[config.mk]
export PLATFORM = sky130hd
export DESIGN_NAME = gcd_lcm_subtractive
export DESIGN_NICKNAME = d
export VERILOG_FILES = /design/src/gls_pkg.sv /design/src/gls_seq.sv /design/src/gcd_lcm_subtractive.sv
export SDC_FILE = /design/constraint.sdc
export NUM_CORES = 2
export LEC_CHECK = 0
export ABC_AREA = 1
export BUFFER_PORTS_ARGS = -buffer_cell sky130_fd_sc_hd__buf_2
export CORE_MARGIN = 8
export CORE_UTILIZATION = 50
export DETAILED_ROUTE_END_ITERATION = 8
export PLACE_DENSITY = 0.66
export RECOVER_POWER = 25
export REMOVE_ABC_BUFFERS = 1
export SLEW_MARGIN = 20
export SYNTH_ARGS = -nofsm -noshare
export SYNTH_HDL_FRONTEND = slang
export SYNTH_SLANG_ARGS = --single-unit
[constraint.sdc]
create_clock -name i_clk -period 17.61 [get_ports i_clk]
set_clock_uncertainty 0.15 [all_clocks]
set_input_delay 0.8805 -clock i_clk [delete_from_list [all_inputs] [get_ports i_clk]]
set_output_delay 0.8805 -clock i_clk [all_outputs]
set_load 0.005 [all_outputs]
[src/gls_pkg.sv]
// Package for the gcd/lcm block: item payload types, microcode field codes
// and the microcode program itself. No dependencies.
`timescale 1ns / 1ps
`default_nettype none
package gls_pkg;

    typedef struct packed {
        logic [31:0] first_value;
        logic [31:0] second_value;
    } t_in_item;

    typedef struct packed {
        logic [31:0] gcd_value;
        logic [63:0] lcm_value;
        logic        input_error;
    } t_out_item;

    localparam int PC_W = 3;

    // datapath operations
    localparam logic [2:0] OP_NOP   = 3'd0;
    localparam logic [2:0] OP_GCD   = 3'd1;
    localparam logic [2:0] OP_SCALE = 3'd2;
    localparam logic [2:0] OP_DINIT = 3'd3;
    localparam logic [2:0] OP_DSTEP = 3'd4;
    localparam logic [2:0] OP_MUL   = 3'd5;
    localparam logic [2:0] OP_OUT   = 3'd6;

    // jump conditions
    localparam logic [2:0] C_NEVER  = 3'd0;
    localparam logic [2:0] C_ALWAYS = 3'd1;
    localparam logic [2:0] C_NSTART = 3'd2;
    localparam logic [2:0] C_ZERO   = 3'd3;
    localparam logic [2:0] C_NEQ    = 3'd4;
    localparam logic [2:0] C_KNZ    = 3'd5;
    localparam logic [2:0] C_NLAST  = 3'd6;

    // step addresses
    localparam logic [PC_W-1:0] S_IDLE  = 3'd0;
    localparam logic [PC_W-1:0] S_CHECK = 3'd1;
    localparam logic [PC_W-1:0] S_GCD   = 3'd2;
    localparam logic [PC_W-1:0] S_SCALE = 3'd3;
    localparam logic [PC_W-1:0] S_DINIT = 3'd4;
    localparam logic [PC_W-1:0] S_DSTEP = 3'd5;
    localparam logic [PC_W-1:0] S_MUL   = 3'd6;
    localparam logic [PC_W-1:0] S_OUT   = 3'd7;

    typedef struct packed {
        logic [2:0]      op;
        logic [2:0]      cond;
        logic [PC_W-1:0] target;
    } t_uword;

    typedef struct packed {
        logic start;
        logic zero;
        logic neq;
        logic k_nz;
        logic not_last;
    } t_status;

    typedef struct packed {
        logic [2:0] op;
        logic       busy;
    } t_ctrl;

    function automatic t_uword rom(input logic [PC_W-1:0] pc);
        t_uword w;
        case (pc)
            S_IDLE:  w = '{op: OP_NOP,   cond: C_NSTART, target: S_IDLE};
            S_CHECK: w = '{op: OP_NOP,   cond: C_ZERO,   target: S_OUT};
            S_GCD:   w = '{op: OP_GCD,   cond: C_NEQ,    target: S_GCD};
            S_SCALE: w = '{op: OP_SCALE, cond: C_KNZ,    target: S_SCALE};
            S_DINIT: w = '{op: OP_DINIT, cond: C_NEVER,  target: S_IDLE};
            S_DSTEP: w = '{op: OP_DSTEP, cond: C_NLAST,  target: S_DSTEP};
            S_MUL:   w = '{op: OP_MUL,   cond: C_NEVER,  target: S_IDLE};
            S_OUT:   w = '{op: OP_OUT,   cond: C_ALWAYS, target: S_IDLE};
            default: w = '{op: OP_NOP,   cond: C_ALWAYS, target: S_IDLE};
        endcase
        return w;
    endfunction

endpackage
`default_nettype wire

[src/gls_seq.sv]
// Microcode sequencer: step counter, program table and jump logic.
// Depends on gls_pkg.
`timescale 1ns / 1ps
`default_nettype none
module gls_seq (
    input  wire logic             i_clk,
    input  wire logic             i_rst_n,
    input  wire gls_pkg::t_status i_status,
    output gls_pkg::t_ctrl        o_ctrl
);

    logic [gls_pkg::PC_W-1:0] r_pc;
    logic [gls_pkg::PC_W-1:0] n_pc;
    gls_pkg::t_uword          w;
    logic                     jump;

    always_comb begin
        w = gls_pkg::rom(r_pc);
        case (w.cond)
            gls_pkg::C_NEVER:  jump = 1'b0;
            gls_pkg::C_ALWAYS: jump = 1'b1;
            gls_pkg::C_NSTART: jump = !i_status.start;
            gls_pkg::C_ZERO:   jump = i_status.zero;
            gls_pkg::C_NEQ:    jump = i_status.neq;
            gls_pkg::C_KNZ:    jump = i_status.k_nz;
            gls_pkg::C_NLAST:  jump = i_status.not_last;
            default:           jump = 1'b0;
        endcase
        n_pc = jump ? w.target : r_pc + 1'b1;
    end

    always_ff @(posedge i_clk) begin
        if (!i_rst_n) begin
            r_pc <= gls_pkg::S_IDLE;
        end else begin
            r_pc <= n_pc;
        end
    end

    assign o_ctrl.op   = w.op;
    assign o_ctrl.busy = (r_pc != gls_pkg::S_IDLE);

endmodule
`default_nettype wire

[src/gcd_lcm_subtractive.sv]
// Top level of the gcd/lcm block: operand datapath driven by the microcode
// sequencer. Depends on gls_pkg and gls_seq.
`timescale 1ns / 1ps
`default_nettype none
// An item is taken when start is high and busy is low; busy then stays high
// until the result has been produced. The result appears for one cycle with
// o_done high, in the cycle in which busy falls, and cannot be held off, so
// capture it on that cycle. While busy, the block runs the binary gcd steps
// and then restores the power of two common to both operands: each gcd step
// does one shift or one subtract, and every subtract is followed by a shift
// that drops an operand bit; the common power of two is restored one bit per
// cycle, and the exact division a/gcd runs one quotient bit per cycle before
// a single multiply.
// A zero operand skips all of this and returns the error result.
module gcd_lcm_subtractive #(
    parameter int WIDTH = 32
) (
    input  wire logic              i_clk,
    input  wire logic              i_rst_n,
    input  wire logic              start,
    input  wire gls_pkg::t_in_item i_item,
    output logic                   busy,
    output logic                   o_done,
    output gls_pkg::t_out_item     o_result
);

    localparam int KW = $clog2(WIDTH);

    gls_pkg::t_status status;
    gls_pkg::t_ctrl   ctrl;

    logic [WIDTH-1:0]   r_a, r_b, r_x, r_y, r_q, r_r;
    logic [KW-1:0]      r_k, r_cnt;
    logic               r_err;
    logic [2*WIDTH-1:0] r_prod;
    logic               r_done;
    gls_pkg::t_out_item r_res;

    logic               accept;
    logic [WIDTH-1:0]   in_a, in_b;
    logic [WIDTH:0]     rem_sh;
    logic               fits;

    gls_seq u_seq (
        .i_clk    (i_clk),
        .i_rst_n  (i_rst_n),
        .i_status (status),
        .o_ctrl   (ctrl)
    );

    assign busy   = ctrl.busy;
    assign accept = start && !ctrl.busy;
    assign in_a   = i_item.first_value[WIDTH-1:0];
    assign in_b   = i_item.second_value[WIDTH-1:0];

    assign status.start    = start;
    assign status.zero     = r_err;
    assign status.neq      = (r_x != r_y);
    assign status.k_nz     = (r_k != '0);
    assign status.not_last = (r_cnt != KW'(WIDTH - 1));

    assign rem_sh = {r_r, r_q[WIDTH-1]};
    assign fits   = (rem_sh >= {1'b0, r_x});

    always_ff @(posedge i_clk) begin
        if (accept) begin
            r_a   <= in_a;
            r_b   <= in_b;
            r_x   <= in_a;
            r_y   <= in_b;
            r_k   <= '0;
            r_err <= (in_a == '0) || (in_b == '0);
        end else begin
            case (ctrl.op)
                gls_pkg::OP_GCD: begin
                    if (r_x != r_y) begin
                        if (!r_x[0] && !r_y[0]) begin
                            r_x <= r_x >> 1;
                            r_y <= r_y >> 1;
                            r_k <= r_k + 1'b1;
                        end else if (!r_x[0]) begin
                            r_x <= r_x >> 1;
                        end else if (!r_y[0]) begin
                            r_y <= r_y >> 1;
                        end else if (r_x > r_y) begin
                            r_x <= r_x - r_y;
                        end else begin
                            r_y <= r_y - r_x;
                        end
                    end
                end
                gls_pkg::OP_SCALE: begin
                    if (r_k != '0) begin
                        r_x <= r_x << 1;
                        r_k <= r_k - 1'b1;
                    end
                end
                gls_pkg::OP_DINIT: begin
                    r_q   <= r_a;
                    r_r   <= '0;
                    r_cnt <= '0;
                end
                gls_pkg::OP_DSTEP: begin
                    r_cnt <= r_cnt + 1'b1;
                    r_q   <= {r_q[WIDTH-2:0], fits};
                    r_r   <= fits ? WIDTH'(rem_sh - {1'b0, r_x}) : rem_sh[WIDTH-1:0];
                end
                gls_pkg::OP_MUL: begin
                    r_prod <= (2*WIDTH)'(r_q) * (2*WIDTH)'(r_b);
                end
                gls_pkg::OP_OUT: begin
                    r_res.gcd_value   <= r_err ? 32'd0 : 32'(r_x);
                    r_res.lcm_value   <= r_err ? 64'd0 : 64'(r_prod);
                    r_res.input_error <= r_err;
                end
                default: begin
                end
            endcase
        end
    end

    // result strobe, one cycle per item
    always_ff @(posedge i_clk) begin
        if (!i_rst_n) begin
            r_done <= 1'b0;
        end else begin
            r_done <= (ctrl.op == gls_pkg::OP_OUT);
        end
    end

    assign o_done   = r_done;
    assign o_result = r_res;

endmodule
`default_nettype wire
* After elaboration in Yosys (flattened, before gate mapping)
Memories as Yosys holds them, arrays and structs flattened. A register that Yosys moved wholly into a read port is not among the register bits.
Index checks and enable logic that the tools add are counted.
** Storage, ports and cells
- Bits in registers :: 368
- Bits in read-only memories :: 72
- Input port bits :: 67
- Output and inout bits :: 99
- Logic and storage cells :: 102
- Memories kept :: 1
** Memory list
- (name not given) :: depth 8, bits a word 9, rd ports 1, clocked after memory_dff 1, write ports 0, line gls_pkg.sv:69 : case (pc)
** Cells by class
- Add/subtract/negate cells :: 7
- Multiply operators :: 1
- $lt $le $gt $ge :: 2
- Eq/ne operators :: 22
- Muxes and demuxes :: 26
- Bitwise operators :: 1
- Reduce and logical (&&, ||, !) cells :: 25
** Operators with widths (count)
- 32-bit two-way mux :: 15
- 32-bit case mux with 2 select lines :: 3
- 32-bit subtractor :: 3
- 32-bit zero test :: 2
- 32-bit by 32-bit multiplier with 64-bit output :: 1
- 33-bit by 32-bit greater-or-equal comparator with 1-bit output :: 1
- 32-bit greater-than comparator :: 1
- 32-bit inequality test :: 1
- 5-bit case mux with 2 select lines :: 2
- 3-bit == test (second input constant) :: 6
- 5-bit two-way mux :: 3
- 5-bit inequality test (second input constant) :: 3
- 3-bit by 2-bit == test with 1-bit output (second input constant) :: 4
- 5-bit by 1-bit adder with 5-bit output (second input constant) :: 2
- 3-bit nonzero test :: 3
- 4-bit AND reduction :: 2
- 2-bit nonzero test :: 4
- 3-bit by 1-bit == test with 1-bit output (second input constant) :: 2
- 3-bit two-way mux :: 2
- 3-bit by 2-bit inequality test with 1-bit output (second input constant) :: 2
- 1-bit case mux with 6 select lines :: 1
- 2-bit AND reduction :: 3
- 3-bit AND reduction :: 2
- 5-bit AND reduction :: 1
- 10 further kinds :: 15

* Longest topological paths before layout
- Depth in word-level cells :: 8
- Mapped depth :: 31
- Mapped depth without buffers :: 29

* Cells and area by module
From an unflattened synthesis, not the netlist that was laid out.
** Unflattened totals
- Cells, all modules :: 7333
- Area, all modules :: 57281.2 um2
** Modules (own cells, without submodules)
- gcd_lcm_subtractive :: times used 1, cells each 7247, area an instance 56543.0 um2, seq. area each 10900.5 um2
- gls_seq :: times used 1, cells each 86, area an instance 738.2 um2, seq. area each 240.2 um2

* Worst setup path after synthesis
OpenSTA, ideal clock, no wires.
- Path kind :: input-to-reg
- From :: input port start
- To :: register r_prod[0] (enable)
- Library setup time :: 0.644 ns
- Arrival time :: 7.436 ns
- Data required time :: 16.816 ns
- Slack :: 9.380 ns
- Stages on the path :: 5
- Path buffers :: 2
- Path through :: inv_1 > nor2_1 > clkbuf_1 > clkbuf_1 > nor4_1
** On the way
- Longest elaborated chain between the ends :: 3
** Ends and longest elaborated chain
- from (decl) :: line gcd_lcm_subtractive.sv:20 : input wire logic start,
- 1-bit logical AND :: line gcd_lcm_subtractive.sv:52 : assign accept = start && !ctrl.busy;
- 1-bit inverter (no source line)
- 2-bit AND reduction (no source line)
- to (signal assigned) :: line gcd_lcm_subtractive.sv:109 : r_prod <= (2*WIDTH)'(r_q) * (2*WIDTH)'(r_b);
- to (decl) :: line gcd_lcm_subtractive.sv:35 : logic [2*WIDTH-1:0] r_prod;
Every way passes these cells.
A chain may end at the register's enable or synchronous reset.

* Final worst setup path
- From :: register u_seq.r_pc[0] in the netlist's numbering
- To :: register r_y[15] (enable)
** On the way
- Longest elaborated chain between the ends :: 5
- Elaborated cells between the ends (all ways) :: 8
- Classes of those cells :: 1 x eq/ne; 7 x reduce/logical
** Ends and longest elaborated chain
- from (decl) :: line gls_seq.sv:12 : logic [gls_pkg::PC_W-1:0] r_pc;
- from (signal assigned) :: line gls_seq.sv:34 : r_pc <= gls_pkg::S_IDLE;
- from (signal assigned) :: line gls_seq.sv:36 : r_pc <= n_pc;
- 3-bit nonzero test (*) :: line gls_seq.sv:41 : assign o_ctrl.busy = (r_pc != gls_pkg::S_IDLE);
- 1-bit zero test (*) :: line gcd_lcm_subtractive.sv:52
- 1-bit logical AND (*) :: line gcd_lcm_subtractive.sv:52
- 4-bit inequality test (no source line) (tied with other cells)
- 4-bit AND reduction (no source line) (*)
- to (signal assigned) :: line gcd_lcm_subtractive.sv:70 : r_y <= in_b;
- to (signal assigned) :: line gcd_lcm_subtractive.sv:79 : r_y <= r_y >> 1;
- to (signal assigned) :: line gcd_lcm_subtractive.sv:84 : r_y <= r_y >> 1;
- to (decl) :: line gcd_lcm_subtractive.sv:32 : logic [WIDTH-1:0] r_a, r_b, r_x, r_y, r_q, r_r;
Mark *: on every way between the ends. The rest lies on a longest branch, timed or not.

==> impl_metrics.yaml <==
worst_setup_path:
  cp-start-kind: "flop"
  r2r_setup_slack_ns: 8.73
  cp_max_fo: 137
  r2r_start: "u_seq.r_pc[0]"
  worstPathArrival_ns: 9.01
  end_kind: "flop"
  crit_required_ns: 17.74
  critPathLaunch: "u_seq.r_pc[0]"
  worstSetupPathType: "flop to flop"
detailed_routing:
  vias: 46983
  top_layer_used: "met5"
  wl_per_cell_um: 20.3
  ant_nets: 0
  routed_wl_um: 181000
  dr_wl_met3_um: 16400
  wl_met2_um: 83300
  drt_iter0_markers: 4295
  met1Wirelength_um: 75800
  drt-pass1-iter-count: 6
  vias_per_cell: 5.27
  route.detailed.drc: 0
logic_synthesis:
  synthArstFlopShare: 0
  syn_area_per_cell_sq_um: 7.77
  synth_top_area_frac: 0.315
  syn_inst: 7372
  ys_ff_latch: 377
  synth_top_family_by_area: "adder cells"
  synthXorXnorAreaFrac: 0.0154
  yosys.area_share.simple: 0.198
  synth_cell_types: 49
  synthesis.area_sq_um: 57300
  synth.area.top_cells: "fa_1 31%, edfxtp_1 19%, nand2_1 13%"
  post-synth-top-area-cell: "fa_1"
  synth-adder-area-share: 0.396
  synth-seq-area-share: 0.194
  yosysWarnings: 0
  synth_edf_count: 359
  synth_compound_area_frac: 0.0445
  synth-main-ff-cell: "edfxtp_1"
  muxShareOfSynthArea: 0
sta:
  slew_violations: 380
  tns_ns: 0
  worstMarginPinSlew_ns: 7.34
  setup_violations: 0
  setup_slack_ns: 8.73
  fin_crit_ns: 8.88
  fin_crit_sh: 0.504
  rsz0062_at_grt: "false"
  slew_headroom: -3.89
  max_freq_mhz: 113
  hold_violations: 0
clock_network:
  ctsHoldBuffers: 0
  clock_latency_ns: 0.65
  clock_path_buffers: 3
  cts_buffers: 47
  clk_pin_slew_ns: 0.06
  cts_tree: "yes"
  cts_sinks: 377
  cts_resized: 0
  cts_setup_buffers: 0
  clock-root-buffer: "clkbuf_16"
  cts_max_level: 2
global_route:
  grt_pass1_vias: 48748
  grt_pass1_wl_um: 281000
  grt_max_degree: 138
  antenna_found_initial: 10
  overflow: 0
  grt_usage: 0.286
final_layout:
  syn2layout_area_growth_pct: 6.38
  layout-drive-gt1-share: 0.0412
  design_area_sq_um: 60900
  finalNetCount: 8703
hold_path:
  min_path_type: "input port to flop"
  hold_start: "i_item[35]"
status:
  violations: "max-capacitance violations, max-slew violations"
  status: "finished, violations left"
placed_design:
  io_buffers: 165
  gp_congestion: 0.962
  dp_slack_ns: 9.80
  dp_hpwl_um: 144000
  place_area_sq_um: 59500
die:
  die-area_sq_um: 126000
  fp.dieH_um: 354
  boundaryPins: 166
  die_x_um: 354
  start_util: 0.502
  core_sq_um: 114000
  rows: 124
run:
  cap_violations: 6
## cell type report
class	instances	area, sq um
Antenna cell	1	2.50
Tap cell	1512	1890
Clock buffer	51	1210
Sequential cell	377	11100
Multi-Input combinational cell	4694	37500
Clock inverter	36	364
Inverter	1999	7510
Fill cell	10899	53100
Timing Repair Buffer	246	1330
## logic make-up after synthesis
| family | count (synthesis) |
|---|---|
| AOI/OAI and AO/OA | 477 |
| xor gates and xnor gates | 101 |
| adders and majority gates | 1271 |
| buffers and inverters | 2301 |
| DFF | 377 |
| and+or+nand+nor | 2845 |
## cells in the final DEF (no fill, tap or decap), types with 5 or more instances in the layout
cell type / Yosys / routed
a21boi_0: 7 / 6
ha_1: 371 / 371
nor4_1: 21 / 20
edfxtp_1: 359 / 359
nand4_1: 40 / 40
o21ai_0: 171 / 171
a21o_1: 6 / 6
clkbuf_1: 261 / 75
inv_1: 1991 / 1989
inv_2: 7 / 8
nand2_2: 17 / 17
xnor2_1: 25 / 25
clkbuf_16: 0 / 48
clkinvlp_4: 0 / 5
o211ai_1: 5 / 5
o21bai_1: 21 / 21
o21a_1: 6 / 6
o21ai_1: 8 / 8
clkinv_2: 0 / 6
buf_4: 4 / 75
a21oi_1: 239 / 238
nand3_1: 147 / 147
fa_1: 900 / 900
buf_2: 11 / 99
nor2_4: 6 / 9
clkinv_1: 0 / 10
nand2_1: 2035 / 2035
nand3b_1: 32 / 32
nor3_1: 27 / 26
xor2_1: 76 / 76
nor2_1: 503 / 500
dfxtp_1: 18 / 18
## flip-flops by register name, summed over array words and instances (netlist names), 3 cells and up
| register | cells |
|---|---|
| u_seq.r_pc | 3 |
| o_result | 97 |
| u_seq.w | 9 |
| r_b | 32 |
| r_cnt | 5 |
| r_r | 32 |
| r_a | 32 |
| r_prod | 64 |
| r_k | 5 |
| r_x | 32 |
| r_q | 32 |
| r_y | 32 |
## worst max-delay path, stage by stage (launching register included)
cell	delay, ns
dfxtp_1	0.33
inv_1	0.09
ha_1	0.16
nand2_1	0.08
nor2_1	0.21
clkbuf_1	5.10
inv_2	0.68
nand2_1	0.41
o31ai_1	0.13
clkinv_1	0.70
buf_4	0.42
## path summary, 6_finish.rpt
kind	end	cells past startpoint
setup reg to reg	r_y[15]	10
hold / removal	r_a[3]	1
hold reg to reg	r_k[3]	2
setup / recovery	r_y[15]	10
## metal layers
| layer | vias up | GRT usage |
|---|---|---|
| met5 | - | 0 |
| met4 | 4 | 0.0748 |
| met3 | 311 | 0.0515 |
| met2 | 1998 | 0.471 |
| met1 | 23219 | 0.391 |
| li1 | 21451 | - |
## Yosys cell counts, types with 27 or more instances
library cell and instances:
nand2_1 2035, inv_1 1991, fa_1 900, nor2_1 503, ha_1 371, edfxtp_1 359, clkbuf_1 261, a21oi_1 239
o21ai_0 171, nand3_1 147, xor2_1 76, nand4_1 40, nand3b_1 32, nor3_1 27
## through the flow
| stage | std cells | hold slack, ns | util |
|---|---|---|---|
| after global routing | 8915 | 0.314 | 0.534 |
| after floorplan | 7070 | 0.301 | - |
| after detailed placement | 8828 | 0.326 | 0.522 |
| final | 8916 | 0.318 | 0.534 |
| after CTS | 8915 | 0.262 | 0.535 |
| after global placement | 8828 | 0.327 | 0.522 |
Power is left out: the tool's default activity adds up to more than one toggle a clock period on the data nets, which glitch-free logic cannot reach.
